<file path="config.mk">
export PLATFORM = sky130hd
export DESIGN_NAME = packet_direction_byte_counter
export DESIGN_NICKNAME = d
export VERILOG_FILES = /design/src/rtl/pdbc_pkg.sv /design/src/rtl/pdbc_ram.sv /design/src/rtl/packet_direction_byte_counter.sv
export VERILOG_INCLUDE_DIRS = /design/src /design/src/rtl
export SDC_FILE = /design/constraint.sdc
export NUM_CORES = 2
export LEC_CHECK = 0
export BUFFER_PORTS_ARGS = -buffer_cell sky130_fd_sc_hd__buf_2
export CORE_UTILIZATION = 40
export DETAILED_ROUTE_END_ITERATION = 10
export PLACE_DENSITY = 0.65
export SLEW_MARGIN = 10
export SYNTH_ARGS = -nofsm -noshare
export SYNTH_HDL_FRONTEND = slang
export SYNTH_HIERARCHICAL = 1
export SYNTH_SLANG_ARGS = --single-unit
</file>
<file path="constraint.sdc">
create_clock -name clk -period 44.4 [get_ports clk]
set_input_delay 2.22 -clock clk [delete_from_list [all_inputs] [get_ports clk]]
set_output_delay 2.22 -clock clk [all_outputs]
set_load 0.005 [all_outputs]
</file>
<file path="src/rtl/packet_direction_byte_counter_defines.svh">
// Assertion macros used by the packet direction byte counter RTL.
`ifndef PACKET_DIRECTION_BYTE_COUNTER_DEFINES_SVH
`define PACKET_DIRECTION_BYTE_COUNTER_DEFINES_SVH

// The property must hold in the same cycle as the trigger.
`define PDBC_ASSERT_SAME(label, clk, rst_n, trig, prop, msg) \
    label: assert property (@(posedge clk) disable iff (!rst_n) (trig) |-> (prop)) \
        else $error(msg);

// The property must hold in the cycle after the trigger.
`define PDBC_ASSERT_NEXT(label, clk, rst_n, trig, prop, msg) \
    label: assert property (@(posedge clk) disable iff (!rst_n) (trig) |=> (prop)) \
        else $error(msg);

`endif

</file>
<file path="src/rtl/pdbc_pkg.sv">
package pdbc_pkg;

    // Width of the summed header length in bytes.
    localparam int HDR_W = 8;

    // Direction codes.
    localparam logic [1:0] DIR_FROM_HOST = 2'd0;
    localparam logic [1:0] DIR_TO_HOST   = 2'd1;
    localparam logic [1:0] DIR_NEITHER   = 2'd2;
    localparam logic [1:0] DIR_NOT_IP    = 2'd3;

    // Protocol class codes.
    localparam logic [1:0] CLS_TCP     = 2'd0;
    localparam logic [1:0] CLS_TCP_BAD = 2'd1;
    localparam logic [1:0] CLS_UDP     = 2'd2;
    localparam logic [1:0] CLS_OTHER   = 2'd3;

    // Counter slot within one direction's block of class counters.
    localparam logic [1:0] SLOT_TCP   = 2'd0;
    localparam logic [1:0] SLOT_UDP   = 2'd1;
    localparam logic [1:0] SLOT_OTHER = 2'd2;

    // Protocol numbers and header sizes.
    localparam logic [7:0] PROTO_TCP     = 8'd6;
    localparam logic [7:0] PROTO_UDP     = 8'd17;
    localparam logic [3:0] MIN_HDR_WORDS = 4'd5;
    localparam logic [HDR_W-1:0] UDP_HDR_BYTES = HDR_W'(8);

    // Frame held in the update stage.
    typedef struct packed {
        logic [1:0]  dir;
        logic [1:0]  cls;
        logic [15:0] payload;
        logic [2:0]  cls_addr;
    } stage_t;

    // One result waiting in the output queue.
    typedef struct packed {
        logic [1:0]  direction;
        logic [1:0]  protocol_class;
        logic [15:0] payload_bytes;
        logic [63:0] uplink_total;
        logic [63:0] downlink_total;
        logic [31:0] packet_total;
        logic [31:0] category_count;
    } result_t;

endpackage

</file>
<file path="src/rtl/pdbc_ram.sv">
module pdbc_ram #(
    parameter int WIDTH = 32,
    parameter int DEPTH = 8
) (
    input  logic                     clk,
    input  logic                     wr_en,
    input  logic [$clog2(DEPTH)-1:0] wr_addr,
    input  logic [WIDTH-1:0]         wr_data,
    input  logic [$clog2(DEPTH)-1:0] rd_addr,
    output logic [WIDTH-1:0]         rd_data
);

    logic [WIDTH-1:0] mem [DEPTH];
    logic [WIDTH-1:0] rd_data_reg;

    // Single write port, registered read port.
    always_ff @(posedge clk)
    begin
        if (wr_en)
        begin
            mem[wr_addr] <= wr_data;
        end
        rd_data_reg <= mem[rd_addr];
    end

    assign rd_data = rd_data_reg;

endmodule

</file>
<file path="src/rtl/packet_direction_byte_counter.sv">
// A request's result is registered in the update stage and then written into the
// output queue, from which it is offered.
// Throughput: one request per cycle while the input is not stalled; the counter
// memories are read at acceptance and written back from the update stage, with one-deep forwarding.
// The input stalls while the update stage and the output queue hold three results.
// Reset: all counters read as zero (per-entry valid bits), host address 0,
// output queue empty. No clearing pass is needed.
`include "packet_direction_byte_counter_defines.svh"

module packet_direction_byte_counter
    import pdbc_pkg::*;
#(
    parameter int ETH_HEADER_BYTES = 14
) (
    input  logic        clk,
    input  logic        rst_n,
    // Configuration write channel.
    input  logic        cfg_valid,
    output logic        cfg_ready,
    input  logic [31:0] host_address,
    // Input request channel.
    input  logic        in_valid,
    output logic        in_stall,
    input  logic [15:0] frame_length,
    input  logic [3:0]  ip_header_words,
    input  logic [31:0] source_address,
    input  logic [31:0] dest_address,
    input  logic [7:0]  protocol_number,
    input  logic [3:0]  tcp_offset_words,
    // Result channel.
    output logic        out_valid,
    input  logic        out_stall,
    output logic [1:0]  direction,
    output logic [1:0]  protocol_class,
    output logic [15:0] payload_bytes,
    output logic [63:0] uplink_total,
    output logic [63:0] downlink_total,
    output logic [31:0] packet_total,
    output logic [31:0] category_count
);

    localparam logic [1:0] FIFO_DEPTH = 2'd3;

    logic [31:0]   host_address_reg;

    logic          in_accept;
    stage_t        s0;
    logic [HDR_W-1:0] hdr0;
    logic          s1_valid_reg;
    stage_t        s1_reg;

    logic [31:0]   ip_rdata;
    logic [31:0]   cls_rdata;
    logic          ip_rvalid_reg;
    logic          cls_rvalid_reg;
    logic [1:0]    ip_valid_reg;
    logic [7:0]    cls_valid_reg;

    logic          fwd_ip_valid_reg;
    logic          fwd_ip_addr_reg;
    logic [31:0]   fwd_ip_data_reg;
    logic          fwd_cls_valid_reg;
    logic [2:0]    fwd_cls_addr_reg;
    logic [31:0]   fwd_cls_data_reg;

    logic [31:0]   ip_cur;
    logic [31:0]   ip_new;
    logic [31:0]   cls_cur;
    logic [31:0]   cls_new;
    logic          counted;
    logic          ip_we;
    logic          cls_we;

    logic [31:0]   frames_reg;
    logic [31:0]   frames_next;
    logic [63:0]   up_reg;
    logic [63:0]   up_next;
    logic [63:0]   down_reg;
    logic [63:0]   down_next;
    result_t       push_entry;

    result_t       fifo_mem [3];
    logic [1:0]    wr_ptr_reg;
    logic [1:0]    rd_ptr_reg;
    logic [1:0]    fifo_count_reg;
    logic [1:0]    fifo_count_next;
    logic          fifo_push;
    logic          fifo_pop;
    logic [2:0]    occupancy;
    result_t       head;

    // Configuration register; always ready. The user must write it only while idle; the block does not enforce this.
    assign cfg_ready = 1'b1;

    always_ff @(posedge clk or negedge rst_n)
    begin
        if (!rst_n)
        begin
            host_address_reg <= '0;
        end
        else if (cfg_valid && cfg_ready)
        begin
            host_address_reg <= host_address;
        end
    end

    // Stall when the update stage and the queue could not take one more.
    assign occupancy = {1'b0, fifo_count_reg} + {2'b00, s1_valid_reg};
    assign in_stall  = (occupancy >= {1'b0, FIFO_DEPTH});
    assign in_accept = in_valid && !in_stall;

    // Classification of the incoming request.
    always_comb
    begin
        s0   = '0;
        hdr0 = HDR_W'(ETH_HEADER_BYTES) + {{(HDR_W-6){1'b0}}, ip_header_words, 2'b00};
        if (ip_header_words < MIN_HDR_WORDS)
        begin
            s0.dir = DIR_NOT_IP;
            s0.cls = CLS_OTHER;
        end
        else
        begin
            if (source_address == host_address_reg)
            begin
                s0.dir = DIR_FROM_HOST;
            end
            else if (dest_address == host_address_reg)
            begin
                s0.dir = DIR_TO_HOST;
            end
            else
            begin
                s0.dir = DIR_NEITHER;
            end
            if (protocol_number == PROTO_TCP)
            begin
                if (tcp_offset_words < MIN_HDR_WORDS)
                begin
                    s0.cls = CLS_TCP_BAD;
                end
                else
                begin
                    s0.cls = CLS_TCP;
                    hdr0   = hdr0 + {{(HDR_W-6){1'b0}}, tcp_offset_words, 2'b00};
                end
                s0.cls_addr = {s0.dir[0], SLOT_TCP};
            end
            else if (protocol_number == PROTO_UDP)
            begin
                s0.cls      = CLS_UDP;
                hdr0        = hdr0 + UDP_HDR_BYTES;
                s0.cls_addr = {s0.dir[0], SLOT_UDP};
            end
            else
            begin
                s0.cls      = CLS_OTHER;
                s0.cls_addr = {s0.dir[0], SLOT_OTHER};
            end
            if (frame_length > {{(16-HDR_W){1'b0}}, hdr0})
            begin
                s0.payload = frame_length - {{(16-HDR_W){1'b0}}, hdr0};
            end
        end
    end

    // Counter memories: per-direction IP frames and per-class frames.
    pdbc_ram #(
        .WIDTH (32),
        .DEPTH (2)
    ) u_ip_ram (
        .clk     (clk),
        .wr_en   (ip_we),
        .wr_addr (s1_reg.dir[0]),
        .wr_data (ip_new),
        .rd_addr (s0.dir[0]),
        .rd_data (ip_rdata)
    );

    pdbc_ram #(
        .WIDTH (32),
        .DEPTH (8)
    ) u_cls_ram (
        .clk     (clk),
        .wr_en   (cls_we),
        .wr_addr (s1_reg.cls_addr),
        .wr_data (cls_new),
        .rd_addr (s0.cls_addr),
        .rd_data (cls_rdata)
    );

    // Update stage: pick forwarded, stored or reset value and increment.
    always_comb
    begin
        if (fwd_ip_valid_reg && (fwd_ip_addr_reg == s1_reg.dir[0]))
        begin
            ip_cur = fwd_ip_data_reg;
        end
        else
        begin
            ip_cur = ip_rvalid_reg ? ip_rdata : '0;
        end
        if (fwd_cls_valid_reg && (fwd_cls_addr_reg == s1_reg.cls_addr))
        begin
            cls_cur = fwd_cls_data_reg;
        end
        else
        begin
            cls_cur = cls_rvalid_reg ? cls_rdata : '0;
        end
    end

    assign ip_new  = ip_cur + 32'd1;
    assign cls_new = cls_cur + 32'd1;
    assign counted = s1_valid_reg && (s1_reg.dir[1] == 1'b0);
    assign ip_we   = counted;
    assign cls_we  = counted && (s1_reg.cls != CLS_TCP_BAD);

    // Running totals.
    assign frames_next = s1_valid_reg ? frames_reg + 32'd1 : frames_reg;
    assign up_next     = (s1_valid_reg && (s1_reg.dir == DIR_FROM_HOST))
                         ? up_reg + {48'd0, s1_reg.payload} : up_reg;
    assign down_next   = (s1_valid_reg && (s1_reg.dir == DIR_TO_HOST))
                         ? down_reg + {48'd0, s1_reg.payload} : down_reg;

    // Result assembled at the end of the update stage.
    always_comb
    begin
        push_entry                = '0;
        push_entry.direction      = s1_reg.dir;
        push_entry.protocol_class = s1_reg.cls;
        push_entry.payload_bytes  = s1_reg.payload;
        push_entry.uplink_total   = up_next;
        push_entry.downlink_total = down_next;
        push_entry.packet_total   = frames_next;
        if (counted)
        begin
            push_entry.category_count = (s1_reg.cls == CLS_TCP_BAD) ? ip_new : cls_new;
        end
    end

    // Control registers of the pipeline and counters.
    always_ff @(posedge clk or negedge rst_n)
    begin
        if (!rst_n)
        begin
            s1_valid_reg      <= 1'b0;
            ip_rvalid_reg     <= 1'b0;
            cls_rvalid_reg    <= 1'b0;
            ip_valid_reg      <= '0;
            cls_valid_reg     <= '0;
            fwd_ip_valid_reg  <= 1'b0;
            fwd_cls_valid_reg <= 1'b0;
            frames_reg        <= '0;
            up_reg            <= '0;
            down_reg          <= '0;
        end
        else
        begin
            s1_valid_reg      <= in_accept;
            ip_rvalid_reg     <= ip_valid_reg[s0.dir[0]];
            cls_rvalid_reg    <= cls_valid_reg[s0.cls_addr];
            fwd_ip_valid_reg  <= ip_we;
            fwd_cls_valid_reg <= cls_we;
            frames_reg        <= frames_next;
            up_reg            <= up_next;
            down_reg          <= down_next;
            if (ip_we)
            begin
                ip_valid_reg[s1_reg.dir[0]] <= 1'b1;
            end
            if (cls_we)
            begin
                cls_valid_reg[s1_reg.cls_addr] <= 1'b1;
            end
        end
    end

    // Stage payload and forwarding data.
    always_ff @(posedge clk)
    begin
        s1_reg           <= s0;
        fwd_ip_addr_reg  <= s1_reg.dir[0];
        fwd_ip_data_reg  <= ip_new;
        fwd_cls_addr_reg <= s1_reg.cls_addr;
        fwd_cls_data_reg <= cls_new;
    end

    // Output queue of three results.
    assign fifo_push = s1_valid_reg;
    assign fifo_pop  = out_valid && !out_stall;

    always_comb
    begin
        fifo_count_next = fifo_count_reg;
        if (fifo_push && !fifo_pop)
        begin
            fifo_count_next = fifo_count_reg + 2'd1;
        end
        else if (!fifo_push && fifo_pop)
        begin
            fifo_count_next = fifo_count_reg - 2'd1;
        end
    end

    always_ff @(posedge clk or negedge rst_n)
    begin
        if (!rst_n)
        begin
            wr_ptr_reg     <= '0;
            rd_ptr_reg     <= '0;
            fifo_count_reg <= '0;
        end
        else
        begin
            fifo_count_reg <= fifo_count_next;
            if (fifo_push)
            begin
                wr_ptr_reg <= (wr_ptr_reg == FIFO_DEPTH - 2'd1) ? 2'd0 : wr_ptr_reg + 2'd1;
            end
            if (fifo_pop)
            begin
                rd_ptr_reg <= (rd_ptr_reg == FIFO_DEPTH - 2'd1) ? 2'd0 : rd_ptr_reg + 2'd1;
            end
        end
    end

    always_ff @(posedge clk)
    begin
        if (fifo_push)
        begin
            fifo_mem[wr_ptr_reg] <= push_entry;
        end
    end

    assign head           = fifo_mem[rd_ptr_reg];
    assign out_valid      = (fifo_count_reg != 2'd0);
    assign direction      = head.direction;
    assign protocol_class = head.protocol_class;
    assign payload_bytes  = head.payload_bytes;
    assign uplink_total   = head.uplink_total;
    assign downlink_total = head.downlink_total;
    assign packet_total   = head.packet_total;
    assign category_count = head.category_count;

    // Checks on queue room, counter updates and classification.
    `PDBC_ASSERT_SAME(a_no_overflow, clk, rst_n, fifo_push && !fifo_pop,
        fifo_count_reg != FIFO_DEPTH, "output queue overflow")
    `PDBC_ASSERT_SAME(a_cls_needs_ip, clk, rst_n, cls_we, ip_we,
        "class counter written without IP counter")
    `PDBC_ASSERT_NEXT(a_frame_count, clk, rst_n, s1_valid_reg,
        frames_reg == $past(frames_reg) + 32'd1, "frame count did not advance")
    `PDBC_ASSERT_NEXT(a_not_ip, clk, rst_n, in_accept && (ip_header_words < MIN_HDR_WORDS),
        s1_reg.dir == DIR_NOT_IP, "short header not marked as non-IP")

endmodule

</file>
## Word level (Yosys, flattened, before mapping)

Memory sizes are Yosys's and may differ from the RTL's. A register that Yosys moved wholly into a read port is not among the register bits.
Cells that the tools add are included.

- Bits in registers: 304
- RAM bits: 956
- Input bits: 133
- Output and inout bits: 215
- Memories: 3

Memories:

| name | depth | bits a word | read ports | clocked after memory_dff | write ports | RTL line | RTL |
|---|---|---|---|---|---|---|---|
| fifo_mem | 3 | 212 | 1 | 0 | 1 | packet_direction_byte_counter.sv:82 | `result_t fifo_mem [3];` |
| u_cls_ram.mem | 8 | 32 | 1 | 1 | 1 | pdbc_ram.sv:13 | `logic [WIDTH-1:0] mem [DEPTH];` |
| u_ip_ram.mem | 2 | 32 | 1 | 1 | 1 | pdbc_ram.sv:13 |  |

- Add/sub/neg operators: 14
- $lt $le $gt $ge: 10
- Eq/ne operators: 11
- Mux-type cells: 40
- Bitwise gates (word level): 4
- Reductions and logical operators: 20

Operators by type and width:

| operator | number |
|---|---|
| 32-bit 2-to-1 mux | 7 |
| 64-bit by 16-bit adder with 64-bit output | 2 |
| 64-bit 2-to-1 mux | 2 |
| 32-bit by 1-bit adder with 32-bit output, second input constant | 3 |
| 32-bit equality test | 2 |
| 8-bit 2-to-1 mux | 4 |
| 2-bit 2-to-1 mux | 9 |
| 16-bit by 8-bit greater-than comparator with 1-bit output | 1 |
| 16-bit by 8-bit subtractor with 16-bit output | 1 |
| 1-bit 2-to-1 mux | 13 |
| 1-bit logical AND | 12 |
| 7-bit by 4-bit adder with 8-bit output, second input constant | 1 |
| 7-bit by 6-bit adder with 8-bit output | 1 |
| 8-bit by 3-bit equality test with 1-bit output, second input constant | 1 |
| 8-bit by 5-bit equality test with 1-bit output, second input constant | 1 |
| 3-bit by 4-bit less-than comparator with 1-bit output, second input constant | 2 |
| 4-bit by 3-bit less-than comparator with 1-bit output, second input constant | 2 |
| 8-bit OR | 1 |
| 4-bit by 6-bit adder with 7-bit output, first input constant | 1 |
| 2-bit by 1-bit adder with 2-bit output, second input constant | 3 |
| 3-bit 2-to-1 mux | 2 |
| 2-bit by 1-bit equality test with 1-bit output, second input constant | 2 |
| 2-bit equality test, second input constant | 2 |
| 1-bit logical NOT | 4 |
| 17 further kinds | 20 |

## Logic depth before layout (Yosys ltp)

- Word-level depth: 8
- Depth in mapped cells: 17
- Depth with buffers taken out: 17

## Cells and area by module

Netlist, hierarchy kept.

Modules (own cells, without submodules):

| module | instances | cells each | area an instance (sq um) | sequential area each (sq um) |
|---|---|---|---|---|
| packet_direction_byte_counter | 1 | 3209 | 40680.3 | 26200.1 |
| pdbc_ram at u_cls_ram | 1 | 415 | 10466.3 | 8328.0 |
| pdbc_ram at u_ip_ram | 1 | 134 | 3119.2 | 2562.5 |

## Worst setup path after synthesis

Ideal clock, no wire load.

- Path kind: register -> register
- From: reg s1_valid_reg, in the netlist fifo_push
- To: mem fifo_mem[2][0] in the netlist's numbering (enable)
- Arrival: 15.953 ns
- Data required time: 43.314 ns
- Setup slack: 27.360 ns
- Stages on the path, launching flop included: 4
- Path buffers: 1
- Clock period less this slack: 17.040 ns
- Cell sequence: dfrtp_1 buf_2 inv_1 nor3b_1

- Longest elaborated chain between the ends: 2

RTL lines:

| element | RTL line | RTL |
|---|---|---|
| start, declared | packet_direction_byte_counter.sv:49 | `logic s1_valid_reg;` |
| start signal, assigned | packet_direction_byte_counter.sv:260 | `s1_valid_reg <= in_accept;` |
| 1-bit 2-to-1 mux | packet_direction_byte_counter.sv:330 | `if (fifo_push)` |
| 1-bit 2-to-1 mux (not written as such) | packet_direction_byte_counter.sv:332 | `fifo_mem[wr_ptr_reg] <= push_entry;` |
| end, declared | packet_direction_byte_counter.sv:82 |  |

No other way between the ends.

## Worst setup path in the final report

- From: reg rd_ptr_reg[0]
- To: out downlink_total[9]

- Longest elaborated chain between the ends: 1

RTL lines:

| element | RTL line | RTL |
|---|---|---|
| start, declared | packet_direction_byte_counter.sv:84 | `logic [1:0] rd_ptr_reg;` |
| start signal, assigned | packet_direction_byte_counter.sv:323 | `rd_ptr_reg <= (rd_ptr_reg == FIFO_DEPTH - 2'd1) ? 2'd0 : rd_ptr_reg + 2'd1;` |
| memory read 3 x 212 bit | -- |  |
| end, declared | packet_direction_byte_counter.sv:37 | `output logic [63:0] downlink_total,` |

No other way between the ends.

==> flow_summary.toml <==
[final_layout]
largest_reg_flops = 636
final_cell_mix = "sky130_fd_sc_hd__edfxtp_1, sky130_fd_sc_hd__nand2_1, sky130_fd_sc_hd__buf_2"
nets = 4324
top_register = "fifo_mem"
final_core_util_pct = 46.7
syn2layout_area_growth_pct = 15.2
final_common_cell = "sky130_fd_sc_hd__edfxtp_1"
largest_registers = "fifo_mem: 636 flops, u_cls_ram/mem: 256 flops"
share_of_layout_cells_above_drive_strength_1_pct = 18.6

[sta]
period_share_pct = 15.0
finalHoldWorstSlack_ns = 0.454
period_needed_ns = 6.66
worst_slack_ns = 37.74
tightest_slew_ns = 1.35
timing.clock.skew_ns = 0.0284
max_clock_freq_mhz = 150
finalHoldViolCount = 0
totalNegativeSetupSlack_ns = 0
timing_max_transition_violations_final = 0
setup_failing_eps_final = 0
grt_setup_unrepaired = "false"
worst_slew_margin_rel_pct = 9.08

[die]
placementRows = 134
floorplan.core_area_sq_um = 134000
chipWidth_microns = 370
die_span_in_y_microns = 370
initial_core_util_pct = 40.5
die_area_sq_um = 137000
floorplan.io_pins = 348

[place]
placement.io_buffers = 346
placement.setup.worst_slack_ns = 38.30
dpl_wire_length_mm = 80.0
gp_congestion = 0.887

[logic_synthesis]
synth-compound-area-share_pct = 5.97
synthesis.nets = 3947
adder_cell_area_share_of_the_yosys_netlist_pct = 1.35
post_synth_edffs = 956
synth_cells = 3758
ys.warnings.count = 6
post_synth_design_cell_area_sq_um = 54300
post_synth_num_cell_types = 93
dominant_combinational_cell_family_by_area_after_synthesis = "multiplexers"
post_synth_and_or_nand_nor_area_fraction_pct = 8.56
post_synth_mux_area_share_pct = 9.33
ys.flop_type = "sky130_fd_sc_hd__edfxtp_1"
mean_instance_size_in_the_synthesized_netlist_sq_um = 14.4
synth_xor_area_share_pct = 4.74
asyncSetResetFlopFracSynth_pct = 16.0
synth_seq_area_share_pct = 68.3
number_of_flip_flops_and_latches_in_the_synthesized_netlist = 1322

[hold_path]
whs_endpoint = "cls_valid_reg[0]"
hp-class = "flip-flop to flip-flop"
worst_hold_path.num_cells = 1
min_from = "cls_valid_reg[0]"

[cts]
cts_tree = "done"
tritoncts.num_buffers = 141
post_cts_buffers = 0
clockBufferDepth = 3
cts_sinks = 1322
cts.repair.resized = 0
cts_root_buffer = "sky130_fd_sc_hd__clkbuf_16"
cts_hold_buffers = 0
cts-htree-levels = 4
worstSkewPairLatency_ns = 0.77
clock_transition_at_the_registers_of_the_reported_paths_ns = 0.06

[status]
outcome = "finished clean"

[setup_path]
timing_worst_setup_path_type = "flip-flop to output pin"
worst_setup_path_end_kind = "output pin"
timing.critical_path.slowest_stage_cell = "sky130_fd_sc_hd__dfrtp_4"
worst_setup_path_start_kind = "flip-flop"
cp.buffers_inverters = 3
r2r-start = "s1_reg[0]"
r2r_setup_slack_ns = 39.14
crit_chain = "buf_4 > buf_12 > mux2i_1 > o21ai_0 > buf_2"
critical_path.top_delay_family = "buffers and inverters"
crit_required_ns = 42.18
critical_path_peak_fanout = 120
critical_path.max_stage_delay_ns = 0.97
critical_path.reg2reg.endpoint = "fifo_mem[2][30]"
cp_data_arrival_time_ns = 4.44
reg2reg_depth = 12

[drt]
drt_first_pass_iters = 5
route.detailed.drc = 0
routed_via_density = 5.26
routed_wire_length_per_instance_microns = 20.6
wirelength_routed_mm = 124
via_count = 31705
ant_nets = 0
drtIter0Drc = 2680

[global_routing]
globalRouteOverflowTotal = 0
pin_count_of_the_biggest_net_entering_global_routing = 155
number_of_antenna_violations_at_the_first_check_in_global_routing = 24
first_pass_grt_wire_length_mm = 187
global_route.usage.total_pct = 17.9
number_of_global_route_vias_before_repair = 30719

[pwr]
peakVddDrop_mv = 0.0564
power_w = 0.00327
power-per-cell-area_nw_per_um2 = 52.3
power_leakage_nw = 23.0

[run]
cap_violations = 0
[per-stage QoR]
| step | instances | instance area, sq um |
|---|---|---|
| after floorplan | 3758 | 54300 |
| after global placement | 5760 | 58000 |
| after detailed placement | 5760 | 58000 |
| after CTS | 6019 | 62500 |
| after global routing | 6023 | 62500 |
| final | 6033 | 62500 |
[cells by family (layout without fill, tap and decap cells)]
kind of cell / after synthesis / after routing
flops: 1322 / 1322
mux: 387 / 387
xor+xnor: 293 / 293
simple gates: 950 / 950
buf+inv: 205 / 698
other cells: 1 / 15
fa+ha+maj: 56 / 56
compound gates: 544 / 544
[cells in the mapped netlist, types with 14 or more instances]
master | number | share of area [%]
sky130_fd_sc_hd__dfxtp_1 | 155 | 5.7
sky130_fd_sc_hd__dfrtp_1 | 211 | 9.7
sky130_fd_sc_hd__buf_1 | 23 | 0.16
sky130_fd_sc_hd__clkbuf_1 | 102 | 0.71
sky130_fd_sc_hd__nand4_1 | 48 | 0.55
sky130_fd_sc_hd__nand3_1 | 109 | 1.0
sky130_fd_sc_hd__xor2_1 | 188 | 3.0
sky130_fd_sc_hd__buf_2 | 22 | 0.20
sky130_fd_sc_hd__ha_1 | 52 | 1.2
sky130_fd_sc_hd__mux4_2 | 24 | 1.0
sky130_fd_sc_hd__a22o_1 | 32 | 0.52
sky130_fd_sc_hd__nor2_1 | 128 | 0.89
sky130_fd_sc_hd__edfxtp_1 | 956 | 53
sky130_fd_sc_hd__and3_1 | 78 | 0.90
sky130_fd_sc_hd__o21ai_0 | 282 | 2.6
sky130_fd_sc_hd__nor4_1 | 30 | 0.35
sky130_fd_sc_hd__a31oi_1 | 15 | 0.17
sky130_fd_sc_hd__mux4_1 | 40 | 1.9
sky130_fd_sc_hd__a211oi_1 | 14 | 0.19
sky130_fd_sc_hd__nand2_1 | 398 | 2.8
sky130_fd_sc_hd__inv_1 | 43 | 0.30
sky130_fd_sc_hd__mux2_2 | 70 | 1.5
sky130_fd_sc_hd__xnor2_1 | 104 | 1.7
sky130_fd_sc_hd__a21o_1 | 15 | 0.21
sky130_fd_sc_hd__mux2i_1 | 223 | 4.1
sky130_fd_sc_hd__nor3_1 | 51 | 0.47
sky130_fd_sc_hd__a21oi_1 | 107 | 0.99
sky130_fd_sc_hd__mux2_4 | 30 | 0.83
[final cells by class]
| type | count | area, sq um |
|---|---|---|
| fillers | 11624 | 71400 |
| flip-flops and latches | 1322 | 37100 |
| multi-input cells | 2231 | 16300 |
| well taps | 1768 | 2210 |
| clock buffers | 194 | 3890 |
| inverters | 44 | 165 |
| repair buffers | 395 | 2160 |
| diodes | 14 | 35.0 |
| clock inverters | 65 | 612 |
[per-layer routing]
metal / wire length [microns] / GRT usage, % / part of all wire (%)
met1: 55200 / 25.2 / 44
met2: 56400 / 27.6 / 45
met3: 9810 / 4.33 / 7.9
met4: 2610 / 5.15 / 2.1
met5: 63 / 0 / 0.051
[worst max-delay path by stage]
stage                                   from                 end  slack, ns  cells after the start
after detailed placement  protocol_number[3]     push_entry[203]      38.30                     13
after CTS                      rd_ptr_reg[0]  downlink_total[62]      37.66                      5
after floorplan                    fifo_push      fifo_mem[2][0]      27.36                      3
after global placement    protocol_number[3]     push_entry[203]      38.37                     13
after global routing           rd_ptr_reg[1]   downlink_total[9]      37.37                      5
final                          rd_ptr_reg[0]   downlink_total[9]      37.74                      5
[worst reg2reg max path, delay by kind of cell (launching register included)]
kind	cells	cell delay (ns)
buffers and inverters	1	0.31
and+or+nand+nor	5	1.19
DFF	1	0.58
AOI/OAI and AO/OA	3	1.77
xor gates and xnor gates	2	0.77
adders and majority gates	1	0.44
[report_power, final]
| part | leakage [nW] | internal [W] | switching [W] | total, W |
|---|---|---|---|---|
| registers | 13.0 | 0.00148 | 0.0000608 | 0.00154 |
| logic | 7.81 | 0.000220 | 0.000372 | 0.000592 |
| clock network | 2.20 | 0.000659 | 0.000474 | 0.00113 |
(Power assumes the default switching activity.)
